[config.mk]
export PLATFORM = sky130hd
export DESIGN_NAME = tcp_div
export DESIGN_NICKNAME = d
export VERILOG_FILES = /design/src/hdl/tcp_div.sv
export SDC_FILE = /design/constraint.sdc
export NUM_CORES = 2
export LEC_CHECK = 0
export BUFFER_PORTS_ARGS = -buffer_cell sky130_fd_sc_hd__buf_2
export CORE_MARGIN = 8
export CORE_UTILIZATION = 60
export CTS_BUF_LIST = sky130_fd_sc_hd__clkbuf_4 sky130_fd_sc_hd__clkbuf_8
export CTS_CLUSTER_SIZE = 10
export DETAILED_ROUTE_END_ITERATION = 7
export PLACE_DENSITY_LB_ADDON = 0.15
export SLEW_MARGIN = 10
export SYNTH_ARGS = -nofsm -noshare
export SYNTH_HDL_FRONTEND = slang
export SYNTH_MEMORY_MAX_BITS = 65536
export SYNTH_SLANG_ARGS = --single-unit
[constraint.sdc]
create_clock -name clk -period 3.42 [get_ports clk]
set_clock_uncertainty 0.05 [all_clocks]
set_input_delay 0.342 -clock clk [delete_from_list [all_inputs] [get_ports clk]]
set_output_delay 0.342 -clock clk [all_outputs]
set_load 0.05 [all_outputs]
[src/hdl/tcp_div.sv]
// Pipelined restoring divider: 64-bit numerators over one shared 32-bit
// denominator, one quotient bit per stage. The quotient must fit 32 bits.
module tcp_div #(
  parameter int LANES = 1,
  parameter int PW    = 1
) (
  input  logic                   clk,
  input  logic                   rst,
  input  logic                   en,
  input  logic                   in_vld,
  input  logic [LANES-1:0][63:0] in_num,
  input  logic [31:0]            in_den,
  input  logic [PW-1:0]          in_pay,
  output logic                   out_vld,
  output logic [LANES-1:0][31:0] out_quo,
  output logic [PW-1:0]          out_pay
);

  localparam int NS = 32;

  logic [NS-1:0]          vld;
  logic [31:0]            den  [NS];
  logic [PW-1:0]          pay  [NS];
  logic [LANES-1:0][31:0] rem  [NS];
  logic [LANES-1:0][31:0] bits [NS];
  logic [LANES-1:0][31:0] quo  [NS];

  for (genvar k = 0; k < NS; k++) begin : g_stage
    logic                   v_i;
    logic [31:0]            d_i;
    logic [PW-1:0]          p_i;
    logic [LANES-1:0][31:0] r_i;
    logic [LANES-1:0][31:0] b_i;
    logic [LANES-1:0][31:0] q_i;
    logic [LANES-1:0][31:0] r_n;
    logic [LANES-1:0][31:0] b_n;
    logic [LANES-1:0][31:0] q_n;

    if (k == 0) begin : g_first
      assign v_i = in_vld;
      assign d_i = in_den;
      assign p_i = in_pay;
      for (genvar l = 0; l < LANES; l++) begin : g_init
        assign r_i[l] = in_num[l][63:32];
        assign b_i[l] = in_num[l][31:0];
        assign q_i[l] = '0;
      end
    end else begin : g_next
      assign v_i = vld[k-1];
      assign d_i = den[k-1];
      assign p_i = pay[k-1];
      assign r_i = rem[k-1];
      assign b_i = bits[k-1];
      assign q_i = quo[k-1];
    end

    // Shift in one numerator bit per lane and subtract where it fits.
    for (genvar l = 0; l < LANES; l++) begin : g_lane
      logic [32:0] r2;
      logic        take;
      assign r2     = {r_i[l], b_i[l][31]};
      assign take   = (r2 >= {1'b0, d_i});
      assign r_n[l] = take ? 32'(r2 - {1'b0, d_i}) : r2[31:0];
      assign b_n[l] = {b_i[l][30:0], 1'b0};
      assign q_n[l] = {q_i[l][30:0], take};
    end

    always_ff @(posedge clk) begin
      if (rst) begin
        vld[k] <= 1'b0;
      end else if (en) begin
        vld[k] <= v_i;
      end
    end

    always_ff @(posedge clk) begin
      if (en) begin
        den[k]  <= d_i;
        pay[k]  <= p_i;
        rem[k]  <= r_n;
        bits[k] <= b_n;
        quo[k]  <= q_n;
      end
    end
  end

  assign out_vld = vld[NS-1];
  assign out_quo = quo[NS-1];
  assign out_pay = pay[NS-1];

endmodule

==> summary.md <==
| Metric | Value |
|---|---|
| Max FO, Critical Path | `7` |
| Floorplan row count | `188` |
| GR met1 Demand/Resource | `35.3%` |
| Final Worst Setup Slack | `-0.184 ns` |
| Final WL | `407000 microns` |
| Setup crit end kind | `flop` |
| Max-slew violations | `0` |
| HP Class | `in2reg` |
| Outcome | `complete, but fails checks` |
| Max-cap violation count | `0` |
| Failing checks | `negative setup slack` |
| Most frequent cells in the layout | `edfxtp_1 (3040), buf_4 (1335), inv_1 (1262)` |
| Detail Placement HPWL | `289000 microns` |
| Average wire per cell in the routed design | `21.3 microns` |
| Layer with the highest usage | `met2` |
| Die H | `530 microns` |
| Post-synth EDFFs | `3040` |
| Vias | `111000` |
| Worst slew pin tran | `0.846 ns` |
| Met3 usage | `3.43%` |
| Die Wd | `530 microns` |
| TritonCTS Buffers | `481` |
| DIE AREA | `281000 sq um` |
| Placed Cells | `17700` |
| Setup violators final | `209` |
| CTS Sinks | `3072` |
| Pwr dens | `974 nW/um^2` |
| Critical Path RT | `4.17 ns` |
| First-pass GRT wire length | `610000 microns` |
| Final min period | `3.60 ns` |
| Peak supply drop | `721 uV` |
| Leakage power | `80.1 nW` |
| DRT iter0 DRCs | `9558` |
| Critical path startpoint category | `flop` |
| Arrival time worst endpoint | `4.36 ns` |
| Pin count of the biggest net entering global routing | `93` |
| Hold_ws | `0.124 ns` |
| Core footprint | `263000 sq um` |
| Ports | `135` |
| Vias in the first global route | `110000` |
| Register area share after synthesis | `57.9%` |
| Final ANT Viol Nets | `0` |
| Worst-Skew Late Latency | `1.12 ns` |
| GPL Wtd Cong | `0.962` |
| Root Buffer Master | `clkbuf_8` |
| Vias per inst | `5.85` |
| FFs w/ async S/R, synth | `0%` |
| Hold Vio Cnt, Final | `0` |
| Nets | `16300` |
| Drt pass-1 iters | `6` |
| Top FF cell, synth | `edfxtp_1` |
| Met2 usage | `47.5%` |
| CTS clk-pin slew, worst paths | `0.06 ns` |
| Critical path class | `reg2reg` |
| DRC viols | `0` |
| Synthesis Warnings | `0` |
| Tcrit/Tclk final | `105%` |
| CTS H-Tree Depth | `5` |
| Initial Util | `60.4%` |
| Highest clock rate | `0.277 GHz` |
| Remaining Overflow, GRT | `0` |
| Port bufs | `134` |
| R2r setup slk | `-0.18 ns` |
| Post-Synthesis Cells | `13100` |
| CTS tree | `built` |
| Finished Layout Cells | `19100` |
| RSZ-0062 raised after global routing | `yes` |
| GR Util All Layers | `27.2%` |
| Yosys cell types | `104` |
| Syn Nets | `14300` |
| Syn_area_per_cell | `12.1 sq um` |
| Yosys reg bits | `3072` |
| Initial antenna violation count | `14` |
| Area added between synthesis and finish | `21.0%` |
| CTS max path bufs | `4` |
| Commonest non-fill, non-tap cell in the layout | `edfxtp_1` |
| Area of the mapped netlist | `159000 sq um` |
| Layout cells sized above 1 | `22.9%` |
| Headroom to the max-slew limit | `43.6%` |
## final timing paths
check | from | to | depth (start not counted)
setup / recovery | rem[0][224]$_DFFE_PP_ | rem[0][283]$_DFFE_PP_ | 13
hold / removal | in_num[49] | rem[0][18]$_DFFE_PP_ | 3
setup reg to reg | rem[0][224]$_DFFE_PP_ | rem[0][283]$_DFFE_PP_ | 13
hold reg to reg | quo[1][400]$_DFFE_PP_ | quo[1][433]$_DFFE_PP_ | 0
## registers in the layout (all words and copies together) (netlist names)
register / flops
den: 992
rem: 992
quo: 528
bits: 496
pay: 32
g_stage.v_i: 31
out_vld: 1
## synth_stat cells (105+ instances only)
library cell,count,area [sq um]
edfxtp_1,3040,91300
inv_1,1283,4820
ha_1,1024,12800
a21oi_1,971,4860
nand2_1,834,3130
o21ai_0,772,3860
nor2_1,698,2620
a21o_1,577,4330
xnor2_1,499,4370
mux2_2,459,5170
xor2_1,330,2890
clkbuf_1,258,968
nand3_1,213,1070
nand4_1,190,1190
nor3_1,156,781
nor2b_1,150,938
o21a_1,135,1010
o21bai_1,123,923
nand2b_1,118,738
a31oi_1,105,657
## what timing repair did
item / CTS / global route
hold endpoints to repair: 1001 / 0
resized for setup: 358 / 695
hold buffers: 208 / 0
pin swaps: 102 / 226
cloned: 20 / 33
buffers inserted: 79 / 162
setup endpoints to repair: 731 / 892
## worst max-delay path: stages, from the launching register on
cell and delay [ns]:
edfxtp_1 0.42, ha_1 0.34, nor2b_4 0.14, o31a_1 0.31, o31ai_4 0.24, a21oi_2 0.13, a31oi_2 0.18, o211ai_1 0.14
a221o_1 0.42, a21oi_4 0.22, o21bai_4 0.11, buf_6 0.14, buf_12 0.13, mux2_2 0.32
## routing by layer
metal / vias to the layer above / wire length, microns
li1: 52600 / -
met1: 54300 / 168000
met2: 3634 / 202000
met3: 937 / 21800
met4: 4 / 15200
met5: - / 24
## area by class of cell
| cell class | count | area (sq um) |
|---|---|---|
| repair buffers | 1894 | 16600 |
| clock inverters | 263 | 2220 |
| well taps | 3515 | 4400 |
| flip-flops and latches | 3072 | 91900 |
| multi-input cells | 8421 | 64300 |
| inverters | 1285 | 4830 |
| clock buffers | 610 | 7630 |
| diodes | 5 | 12.5 |
| fillers | 17400 | 70800 |
## cells by family (layout without fill, tap and decap cells)
kind of cell / after synthesis / count (layout) / share of synthesized area [%]
adder cells (fa/ha/maj): 1055 / 1055 / 8.47
flip-flops: 3072 / 3072 / 57.9
AND/OR/NAND/NOR: 2691 / 2691 / 8.03
other: 0 / 5 / 0
buffers and inverters: 1625 / 4052 / 3.93
XOR/XNOR: 829 / 829 / 4.58
multiplexers: 564 / 564 / 4.00
AO/OA/AOI/OAI: 3281 / 3282 / 13.1
## report_power, final
part	total, mW	leakage (nW)	switching [mW]	internal (mW)
Combinational	94.3	45.0	48.6	45.7
Clock	31.9	5.15	14.8	17.0
Sequential	60.7	30.0	6.37	54.3
Total	187	80.1	69.8	117
## stage by stage
step / worst slack, ns / setup TNS [ns] / utilization, % / power, mW / instance area (sq um)
floorplan: 0.00716 / 0 / - / 114 / 159000
global placement: -0.391 / -32.43 / 65.9 / 141 / 173000
detailed placement: -0.489 / -78.18 / 65.9 / 143 / 173000
CTS: -0.121 / -6.07 / 71.4 / 180 / 188000
global route: -0.246 / -46.88 / 73.1 / 198 / 192000
finish: -0.184 / -12.30 / 73.1 / 187 / 192000
Note: power is estimated with default switching activity, not from simulation.
