File: src/hdl/tcp_sqrt.sv
// Pipelined floor square root of a 64-bit value, one root bit per stage.
module tcp_sqrt #(
  parameter int PW = 1
) (
  input  logic          clk,
  input  logic          rst,
  input  logic          en,
  input  logic          in_vld,
  input  logic [63:0]   in_rad,
  input  logic [PW-1:0] in_pay,
  output logic          out_vld,
  output logic [31:0]   out_root,
  output logic [PW-1:0] out_pay
);

  localparam int NS = 32;

  logic [NS-1:0] vld;
  logic [63:0]   rad  [NS];
  logic [32:0]   rem  [NS];
  logic [31:0]   root [NS];
  logic [PW-1:0] pay  [NS];

  for (genvar k = 0; k < NS; k++) begin : g_stage
    logic          v_i;
    logic [63:0]   rad_i;
    logic [32:0]   rem_i;
    logic [31:0]   root_i;
    logic [PW-1:0] pay_i;
    logic [34:0]   r2;
    logic [34:0]   trial;
    logic          take;

    if (k == 0) begin : g_first
      assign v_i    = in_vld;
      assign rad_i  = in_rad;
      assign rem_i  = '0;
      assign root_i = '0;
      assign pay_i  = in_pay;
    end else begin : g_next
      assign v_i    = vld[k-1];
      assign rad_i  = rad[k-1];
      assign rem_i  = rem[k-1];
      assign root_i = root[k-1];
      assign pay_i  = pay[k-1];
    end

    // Bring down the next two bits and try the next root bit.
    assign r2    = {rem_i, rad_i[63:62]};
    assign trial = {1'b0, root_i, 2'b01};
    assign take  = (r2 >= trial);

    always_ff @(posedge clk) begin
      if (rst) begin
        vld[k] <= 1'b0;
      end else if (en) begin
        vld[k] <= v_i;
      end
    end

    always_ff @(posedge clk) begin
      if (en) begin
        rad[k]  <= {rad_i[61:0], 2'b00};
        rem[k]  <= take ? 33'(r2 - trial) : r2[32:0];
        root[k] <= {root_i[30:0], take};
        pay[k]  <= pay_i;
      end
    end
  end

  assign out_vld  = vld[NS-1];
  assign out_root = root[NS-1];
  assign out_pay  = pay[NS-1];

endmodule

File: config.mk
export PLATFORM = sky130hd
export DESIGN_NAME = tcp_sqrt
export DESIGN_NICKNAME = d
export VERILOG_FILES = /design/src/hdl/tcp_sqrt.sv
export SDC_FILE = /design/constraint.sdc
export NUM_CORES = 2
export LEC_CHECK = 0
export BUFFER_PORTS_ARGS = -buffer_cell sky130_fd_sc_hd__buf_2
export CAP_MARGIN = 5
export CORE_MARGIN = 1
export CORE_UTILIZATION = 52
export CTS_BUF_LIST = sky130_fd_sc_hd__clkbuf_4 sky130_fd_sc_hd__clkbuf_8 sky130_fd_sc_hd__clkbuf_16
export CTS_CLUSTER_SIZE = 30
export DETAILED_ROUTE_END_ITERATION = 8
export PLACE_DENSITY = 0.68
export SYNTH_ARGS = -nofsm -noshare
export SYNTH_HDL_FRONTEND = slang
export SYNTH_MEMORY_MAX_BITS = 65536
export SYNTH_SLANG_ARGS = --single-unit
File: constraint.sdc
create_clock -name clk -period 9.05 [get_ports clk]
set_clock_uncertainty 0.2 [all_clocks]
set_input_delay 0.4525 -clock clk [delete_from_list [all_inputs] [get_ports clk]]
set_output_delay 0.4525 -clock clk [all_outputs]
set_load 0.01 [all_outputs]
==> results.md <==
Worst setup path:
- The worst setup path is launched from a flip-flop.
- The worst path required time is between 9000 and 10000 ps.
- The critical path class is reg2reg.
- Along the worst path, the maximum fanout reaches 21.
- The most used cell along the critical path is sky130_fd_sc_hd__nor4_1.
- The critical path goes through nor4_1 > nand2_1 > or4_1 > nor4_1 > nor4_1 > and3_1 > nor4b_1 > nand3b_1 > xnor2_1.
- STA puts the critical path data arrival time at 5190 ps.
- The peak per-stage delay on the critical path is 1160 ps.
- The standard cell with the maximum stage delay on the critical path is sky130_fd_sc_hd__nor4b_1.
- The buffering stage count on the worst path with inverters included is 0.
- On the critical path the largest part of the delay comes from simple AND/OR/NAND/NOR gates.
- The type of element capturing the critical path is a flip-flop.

CTS:
- The number of buffers inserted during clock tree synthesis is 290.
- The quantity of gates resized following cts is 0.
- The clock transition at the register clock pins on the worst setup and hold paths after CTS is 60 ps.
- In this run the clock root is driven by a sky130_fd_sc_hd__clkbuf_16.
- The worst-case clock buffer depth is 4.
- Clock tree synthesis found a total of 2559 sinks.
- The post-CTS repair timing setup buffer count is 0.
- Buffers inserted to repair hold after CTS numbered 127.
- The later pin in the worst-skew pair is clocked with a latency of 940 ps.
- The CTS tree is built.
- In this run the number of H-tree levels came out at 5.

Pwr:
- The power density of the placed cells is 256 nW/um2.
- IR analysis of the VDD net gives a maximum drop of between 150 and 200 uV.
- The final total power is 33.8 mW.
- Summed over all cells, the static leakage comes to 50.7 nW.

STA:
- The post-route fraction of the period consumed by the critical path is 52.2%.
- The worst-case hold slack is 83.9 ps.
- Derived from the worst setup path, the maximum achievable clock frequency is approximately 0.21 GHz.
- Setup repair after global routing left no endpoint under its margin.
- Setup violations remaining at the end of the flow were counted as 0.
- Headroom to the max-slew limit came out at 11.2%.
- The final number of max-transition violations is 0.
- The final-report hold violation count came to 0.
- For the pin with the worst max-slew slack, the measured transition is 1310 ps.
- The post-route setup TNS is 0 ps.
- The final critical-path required period is 4720 ps.

Synthesis:
- The top flip-flop cell by instance count after synthesis is sky130_fd_sc_hd__edfxtp_1.
- Yosys attributes the largest share of cell area to sky130_fd_sc_hd__edfxtp_1, sky130_fd_sc_hd__ha_1, sky130_fd_sc_hd__xor2_1.
- After synthesis the netlist holds a flip-flop and latch count of between 2k and 3k.
- After synthesis the cells add up to 118000 um2.
- In this run the mean area of a mapped cell was 13.0 um2.
- The gate count after technology mapping is between 9k and 10k.
- In this run, synthesis inferred approximately 2.5k flip-flops with an integrated enable.
- The number of distinct standard cells referenced by the synthesized netlist is 85.
- The synthesized design spends more area on one cell type than any other, namely sky130_fd_sc_hd__edfxtp_1.
- The async set or reset register ratio after synthesis is 0%.
- Summed over its instances, the top area cell type makes up 64.5% of the synthesized netlist area.
- The number of warnings issued by yosys is 0.
- Sequential elements use 65.1% of the synthesized area.
- The number of nets handed over by synthesis was just under 10k.

Drt:
- The routed wirelength normalized by instance count is 18.6 um.
- After detailed routing, the number of vias per cell comes to 5.58.
- The final antenna-violating net count is 0.
- The number of detailed-routing iterations run before antenna repair is 8.
- The final layout contains routed wiring with a total length of 235 mm.
- The final route contains 70.6k vias.
- The number of DRC markers in iteration 0 is between 5k and 6k.
- For this run, design rule violations remaining after detail routing come to 0.

GRT:
- The sum of overflow across all layers after global routing is 0.
- The all-layer global routing usage is 20.5%.
- Entering global routing, the biggest net connects 199 pins.
- The via count of the first global-routing pass is 69.7k.
- The number of antenna violations at the first check in global routing was 2.
- The first global-routing pass estimated approximately 370 mm of wire.

Place:
- The final HPWL from detailed placement is 166 mm.
- At the end of routability-driven placement, the weighted congestion stood at 0.926.
- Buffers placed on the I/O ports in this run total around 100.
- The instance area after placement is around 120000 um2.

Job:
- The max-cap violation count is 0.

Layout:
- After filler insertion, the fill cell instance count of the layout stands at between 15k and 20k.
- After the last flow step, the layout net total stands at approximately 10k.
- The fraction of final layout cells sized beyond drive strength 1 is 7.99%.
- With fillers left out, the area of the finished cells amounts to 132000 um2.
- The growth of design area from synthesis to finish is 12.4%.

Min path:
- The tightest min-delay check is of the in2reg type.

Run status:
- The flow ran to the end, and the final reports show no timing, DRC or antenna violations.

Floorplan:
- Once the floorplan was initialized, standard cells occupied 52.3% of the core.
- The die extent in y is 478 um.
- Measured along the x axis, the die boundary spans approximately 480 um.
- In this run the count of I/O pins placed on the die edge is roughly 100.
- After floorplanning, the core was sized to cover around 220000 um2.
- The floorplan row count is 174.
- The die covers 228000 um2.
[per-stage QoR]
stage | util, % | worst slack, ps | std cells
2_1_floorplan | - | 5280 | 9073
3_3_place_gp | 54.2 | 4580 | 12000
3_5_place_dp | 54.2 | 4390 | 12000
4_1_cts | 58.8 | 4340 | 12600
5_1_grt | 58.8 | 3950 | 12700
6_report | 58.8 | 4330 | 12700
[synth_stat cells (10+ instances only)]
master and count:
sky130_fd_sc_hd__a21o_1 247, sky130_fd_sc_hd__mux2_2 71, sky130_fd_sc_hd__a211oi_1 37, sky130_fd_sc_hd__and3_1 45, sky130_fd_sc_hd__inv_1 720, sky130_fd_sc_hd__and2_1 32, sky130_fd_sc_hd__nor2b_1 70, sky130_fd_sc_hd__a221oi_1 12
sky130_fd_sc_hd__a31oi_1 46, sky130_fd_sc_hd__nor2_1 585, sky130_fd_sc_hd__nand2_1 658, sky130_fd_sc_hd__or3_1 76, sky130_fd_sc_hd__ha_1 561, sky130_fd_sc_hd__nand4_1 100, sky130_fd_sc_hd__a2111oi_0 13, sky130_fd_sc_hd__xnor2_1 390
sky130_fd_sc_hd__nand3b_1 21, sky130_fd_sc_hd__xor2_1 396, sky130_fd_sc_hd__dfxtp_1 32, sky130_fd_sc_hd__nor3b_1 10, sky130_fd_sc_hd__nand2b_1 116, sky130_fd_sc_hd__a311oi_1 13, sky130_fd_sc_hd__or2_2 52, sky130_fd_sc_hd__a21boi_0 25
sky130_fd_sc_hd__a21oi_1 497, sky130_fd_sc_hd__o21ai_0 514, sky130_fd_sc_hd__mux2i_1 46, sky130_fd_sc_hd__o311ai_0 10, sky130_fd_sc_hd__o211ai_1 20, sky130_fd_sc_hd__clkbuf_1 159, sky130_fd_sc_hd__a31o_2 15, sky130_fd_sc_hd__nand3_1 135
sky130_fd_sc_hd__o21a_1 98, sky130_fd_sc_hd__o31ai_1 66, sky130_fd_sc_hd__o21bai_1 54, sky130_fd_sc_hd__nor3_1 239, sky130_fd_sc_hd__a211o_1 16, sky130_fd_sc_hd__nor4_1 117, sky130_fd_sc_hd__or4_1 59, sky130_fd_sc_hd__buf_1 16
sky130_fd_sc_hd__o41ai_1 14, sky130_fd_sc_hd__edfxtp_1 2527
[power breakdown]
group          internal (mW)  switching, mW
clock                   6.80           4.50
combinational           2.75           3.80
sequential              14.9          0.992
[layer usage]
metal	vias to the layer above	part of all wire [%]	global-route usage (%)	wire length, um
met4	0	3.7	8.19	8770
li1	34200	-	-	-
met3	485	4.4	3.10	10400
met1	34200	42	26.1	99700
met5	-	0	0	0
met2	1715	50	35.2	117000
[cells in the final DEF (no fill, tap or decap), types with 24 or more instances in the layout]
cell type,count
sky130_fd_sc_hd__a21oi_1,496
sky130_fd_sc_hd__dlygate4sd3_1,127
sky130_fd_sc_hd__o21bai_1,54
sky130_fd_sc_hd__clkbuf_16,294
sky130_fd_sc_hd__nor4_1,117
sky130_fd_sc_hd__xnor2_1,390
sky130_fd_sc_hd__nor2b_1,69
sky130_fd_sc_hd__buf_4,35
sky130_fd_sc_hd__nand2b_1,116
sky130_fd_sc_hd__nor2_1,583
sky130_fd_sc_hd__dfxtp_1,32
sky130_fd_sc_hd__a211oi_1,37
sky130_fd_sc_hd__nor3_1,237
sky130_fd_sc_hd__nand3_1,135
sky130_fd_sc_hd__a21boi_0,25
sky130_fd_sc_hd__edfxtp_1,2527
sky130_fd_sc_hd__o31ai_1,65
sky130_fd_sc_hd__nand4_1,100
sky130_fd_sc_hd__inv_1,720
sky130_fd_sc_hd__mux2i_1,46
sky130_fd_sc_hd__or3_1,76
sky130_fd_sc_hd__clkinv_2,48
sky130_fd_sc_hd__a31oi_1,44
sky130_fd_sc_hd__or2_2,52
sky130_fd_sc_hd__mux2_2,71
sky130_fd_sc_hd__nand2_1,658
sky130_fd_sc_hd__and2_1,32
sky130_fd_sc_hd__clkbuf_4,59
sky130_fd_sc_hd__o21a_1,98
sky130_fd_sc_hd__ha_1,561
sky130_fd_sc_hd__o21ai_0,514
sky130_fd_sc_hd__a21o_1,247
sky130_fd_sc_hd__xor2_1,396
sky130_fd_sc_hd__clkinv_1,44
sky130_fd_sc_hd__buf_2,101
sky130_fd_sc_hd__and3_1,45
sky130_fd_sc_hd__or4_1,59
sky130_fd_sc_hd__bufinv_16,24
[flip-flops by register name, indices dropped and copies added, names as in the netlist]
signal	flops
root	528
out_vld	1
rem	975
pay	32
g_stage.v_i	31
rad	992
[cells by family after synthesis]
group	Yosys count	synth area share, %
flops	2559	65.1
other cells	1	0.00319
buf+inv	905	2.90
mux	117	1.07
fa+ha+maj	561	5.97
xor+xnor	786	5.85
simple gates	2362	9.74
compound gates	1782	9.40
[layout make-up]
class	count	area, um2	area share [%]
clock inverters	138	1370	1.04
flip-flops and latches	2559	76500	57.9
inverters	724	2720	2.06
well taps	2992	3740	2.83
clock buffers	353	7800	5.90
repair buffers	276	2270	1.72
multi-input cells	5609	37700	28.6
diodes	2	5.00	0.00379
[path summary, 6_finish.rpt]
kind	start	endpoint	slack (ps)	cells after the start
max	rem[2][10]$_DFFE_PP_	rem[2][59]$_DFFE_PP_	4330	9
min	in_rad[24]	rad[0][24]$_DFFE_PP_	80	2
max reg2reg	rem[2][10]$_DFFE_PP_	rem[2][59]$_DFFE_PP_	4330	9
min reg2reg	rad[0][299]$_DFFE_PP_	rad[0][363]$_DFFE_PP_	180	0
No activity file was read; power rests on OpenSTA's default activity.
